$ cat src/hw/rtl/mpq_pkg.sv
`timescale 1ns / 1ps
`default_nettype none
// ----------------------------------------------------------------------------
// mpq_pkg
// Shared types and constants for the min priority queue: transaction
// payloads, the entry held in each cell and the command broadcast to the row.
// ----------------------------------------------------------------------------
package mpq_pkg;

    localparam int CAPACITY = 64;
    localparam int CNT_W    = 7;
    localparam int SYM_W    = 16;
    localparam int KEY_W    = 16;

    // action codes
    localparam logic ACT_INSERT  = 1'b0;
    localparam logic ACT_EXTRACT = 1'b1;

    // status codes
    localparam logic [1:0] ST_INSERTED  = 2'd0;
    localparam logic [1:0] ST_FULL      = 2'd1;
    localparam logic [1:0] ST_EXTRACTED = 2'd2;
    localparam logic [1:0] ST_EMPTY     = 2'd3;

    typedef struct packed {
        logic             action;
        logic [SYM_W-1:0] symbol_code;
        logic [KEY_W-1:0] key;
    } t_item;

    typedef struct packed {
        logic [1:0]       status;
        logic [SYM_W-1:0] out_symbol;
        logic [KEY_W-1:0] out_key;
        logic [CNT_W-1:0] occupancy;
    } t_result;

    typedef struct packed {
        logic [SYM_W-1:0] symbol;
        logic [KEY_W-1:0] key;
    } t_entry;

    // command broadcast to every cell of the row
    typedef struct packed {
        logic             shift_in;
        logic             shift_out;
        logic [SYM_W-1:0] symbol;
        logic [KEY_W-1:0] key;
    } t_cmd;

endpackage
`default_nettype wire

$ cat src/hw/rtl/mpq_cell.sv
`timescale 1ns / 1ps
`default_nettype none
// ----------------------------------------------------------------------------
// mpq_cell
// One slot of the sorted shift register. Compares its key with the broadcast
// key and either holds, takes its neighbor's entry or takes the new entry.
// ----------------------------------------------------------------------------
module mpq_cell (
    input  wire logic           i_clk,
    input  wire mpq_pkg::t_cmd   i_cmd,
    input  wire logic           i_valid,
    input  wire logic           i_prev_pos,
    input  wire mpq_pkg::t_entry i_prev_entry,
    input  wire mpq_pkg::t_entry i_next_entry,
    output logic                o_pos,
    output mpq_pkg::t_entry      o_entry
);
    import mpq_pkg::*;

    t_entry r_entry;
    t_entry n_entry;

    // new entry belongs at or ahead of this slot: slot empty or key strictly greater
    assign o_pos   = !i_valid || (r_entry.key > i_cmd.key);
    assign o_entry = r_entry;

    // select the next content of the slot
    always_comb begin
        n_entry = r_entry;
        if (i_cmd.shift_in) begin
            if (i_prev_pos) begin
                n_entry = i_prev_entry;
            end else if (o_pos) begin
                n_entry.symbol = i_cmd.symbol;
                n_entry.key    = i_cmd.key;
            end
        end else if (i_cmd.shift_out) begin
            n_entry = i_next_entry;
        end
    end

    always_ff @(posedge i_clk) begin
        r_entry <= n_entry;
    end

endmodule
`default_nettype wire

$ cat config.mk
export PLATFORM = sky130hd
export DESIGN_NAME = mpq_cell
export DESIGN_NICKNAME = d
export VERILOG_FILES = /design/src/hw/rtl/mpq_pkg.sv /design/src/hw/rtl/mpq_cell.sv
export SDC_FILE = /design/constraint.sdc
export NUM_CORES = 1
export LEC_CHECK = 0
export ABC_AREA = 1
export ABC_CLOCK_PERIOD_IN_PS = 2400
export BUFFER_PORTS_ARGS = -buffer_cell sky130_fd_sc_hd__buf_4
export CAP_MARGIN = 20
export CORE_UTILIZATION = 35
export CTS_CLUSTER_DIAMETER = 120
export CTS_CLUSTER_SIZE = 30
export DETAILED_ROUTE_END_ITERATION = 8
export PLACE_DENSITY = 0.71
export SETUP_SLACK_MARGIN = 0.05
export SKIP_LAST_GASP = 1
export SYNTH_ARGS = -nofsm -noshare
export SYNTH_HDL_FRONTEND = slang
export SYNTH_SLANG_ARGS = --single-unit
$ cat constraint.sdc
create_clock -name i_clk -period 2.4 [get_ports i_clk]
set_clock_uncertainty 0.15 [all_clocks]
set_input_delay 0.36 -clock i_clk [delete_from_list [all_inputs] [get_ports i_clk]]
set_output_delay 0.36 -clock i_clk [all_outputs]
set_load 0.01 [all_outputs]
==> results.tsv <==
metric	value	unit
status	finished, final reports clean	
clock_path_buffers	2	
cts-buffers-inserted	5	
detail_route.iter0.violations	73	
critPathRequiredTime	1.89	ns
hp-class	in -> reg	
setup_violations	0	
drive_above_1_share	39.8	%
timing.final.ws_setup	0.170	ns
max_slew_margin	63.9	%
r2r_start	o_entry[15]	
ys.flop_type	edfxtp_1	
async_flop_share	0	%
track_usage	19.9	%
fp.dieArea	0.00616	sq mm
power.density	485	mW/mm^2
clkSlewWorstSetupHoldPaths	0.06	ns
layout_min_cycle_time	2.23	ns
core	0.00557	sq mm
crit_type	reg -> out	
p_leak	1.57	nW
drc	0	
largest_reg_flops	32	
grt_pass1_wl	9.41	mm
wirelength	5.87	mm
tightest_slew	0.541	ns
dp_slack	0.118	ns
avgSynthCellArea	8.16	sq um
synth_commonest_cells	nand2_1 (51), nor2_1 (37), o21ai_0 (35)	
globalplace.congestion	0.719	
synth_top_area_cell	edfxtp_1	
synth_cell_type_count	18	
wl_per_cell	12.9	um
synth_nets	368	
nets	501	
synth_top_area_share	46.9	%
n_antenna_cell	0	
final_util	58.5	%
final_cell_area	0.00326	sq mm
fp-row-count	27	
finalCritPeriodShare	92.9	%
cts_max_level	2	
end_kind	output port	
cts_tree	done	
start_kind	flip-flop	
worstSkewPairLatency	0.28	ns
via_per_inst	4.69	
netlist_area	0.00205	sq mm
grt_overflow	0	
synthMostInstantiatedCell	nand2_1	
port_buffers	133	
detail-route-antenna-nets	0	
cts_sinks	32	
grt_pass1_vias	2036	
dieHeight	78.5	um
num_io_pins	134	
dp_hpwl	4.46	mm
antenna_found_initial	0	
root_buffer	clkbuf_8	
syn_inst	251	
grt_start_max_net_pins	35	
drv_cap	0	
tns	0	ns
chipWidth	78.5	um
ys_seq_area_share	46.9	%
crit_fanout	3	
p_total	1.58	mW
ys_warn_count	0	
r2r_end	o_entry[16]	
drtPass1Iterations	4	
rsz0062_at_grt	false	
area_growth	59.4	%
ff2ff_path_depth	10	
initial_core_util	36.7	%
placed_cells	448	
placed_cell_area	0.00313	sq mm
worstSetupEndpoint	o_pos	
hold_ws	0.212	ns
peakVddDrop	0.240	mV
vias	2137	
hold_buffers	0	
instances_no_fill	456	
maxSlewViolCount	0	
cp.arrival	1.72	ns
fmax	0.448	GHz
synth-seq-cells	32	
synth_edf_count	32	
crit_path_start	o_entry[15]	
synthTopCellsByArea	edfxtp_1 (47%), ha_1 (9.8%), nand2_1 (9.4%), o21ai_0 (8.6%), o21ai_1 (7.3%)	
r2r_slack	0.20	ns
hold_viol	0	
report_power, final:
part / switching (mW) / internal (mW)
Combinational: 0.231 / 0.264
Sequential: 0.0280 / 0.692
Clock: 0.176 / 0.191
Total: 0.435 / 1.15
worst max-delay path, cell delays in order (launching register included):
cell and delay, ns:
edfxtp_1 0.42, ha_4 0.30, nand2_2 0.07, o21ai_0 0.27
a21oi_2 0.06, nand2_1 0.07, nand2_1 0.06, nand2_1 0.07
buf_4 0.12
area by class of cell:
type	instances	area [sq um]
repair buffers	138	1050
clock buffers	5	68.8
clock inverters	2	7.51
multi-input cells	184	997
flip-flops and latches	32	961
inverters	23	90.1
fillers	515	2310
well taps	72	90.1
cell usage in the layout, fill, tap and decap left out, drive strengths merged:
cell	count
a21o	1
a21oi	6
buf	138
clkbuf	5
clkinv	2
clkinvlp	1
edfxtp	32
ha	16
inv	22
nand2	52
nand3	3
nand4	1
nor2	38
nor3	1
o21ai	65
or2	1
repair_timing:
item | in CTS | in global routing
buffers inserted | 0 | 1
gates resized for setup | 0 | 5
setup endpoints to repair | 0 | 20
kinds of logic after synthesis:
group / Yosys count / share of synthesized area (%)
flip-flops: 32 / 46.9
AND/OR/NAND/NOR: 96 / 18.6
adder cells (fa/ha/maj): 16 / 9.78
buffers and inverters: 35 / 6.97
AO/OA/AOI/OAI: 72 / 17.7
how the worst min path moves through the flow:
stage	start	to	slack, ns	depth (start not counted)
4_1_cts	i_next_entry[17]	o_entry[17]	0.20	3
2_1_floorplan	i_next_entry[30]	o_entry[30]	0.40	2
6_report	i_next_entry[17]	o_entry[17]	0.21	3
3_3_place_gp	i_next_entry[13]	o_entry[13]	0.50	3
3_5_place_dp	i_next_entry[17]	o_entry[17]	0.50	3
5_1_grt	i_next_entry[17]	o_entry[17]	0.21	3
layer usage:
| metal | vias up | routed length [um] | GRT usage, % | share of wire [%] |
|---|---|---|---|---|
| li1 | 1111 | - | - | - |
| met1 | 930 | 2430 | 22.9 | 41 |
| met2 | 90 | 2850 | 35.3 | 49 |
| met3 | 6 | 524 | 6.51 | 8.9 |
| met4 | 0 | 55 | 5.00 | 0.94 |
| met5 | - | 0 | 0 | 0 |
Note: power is estimated with default switching activity, not from simulation.
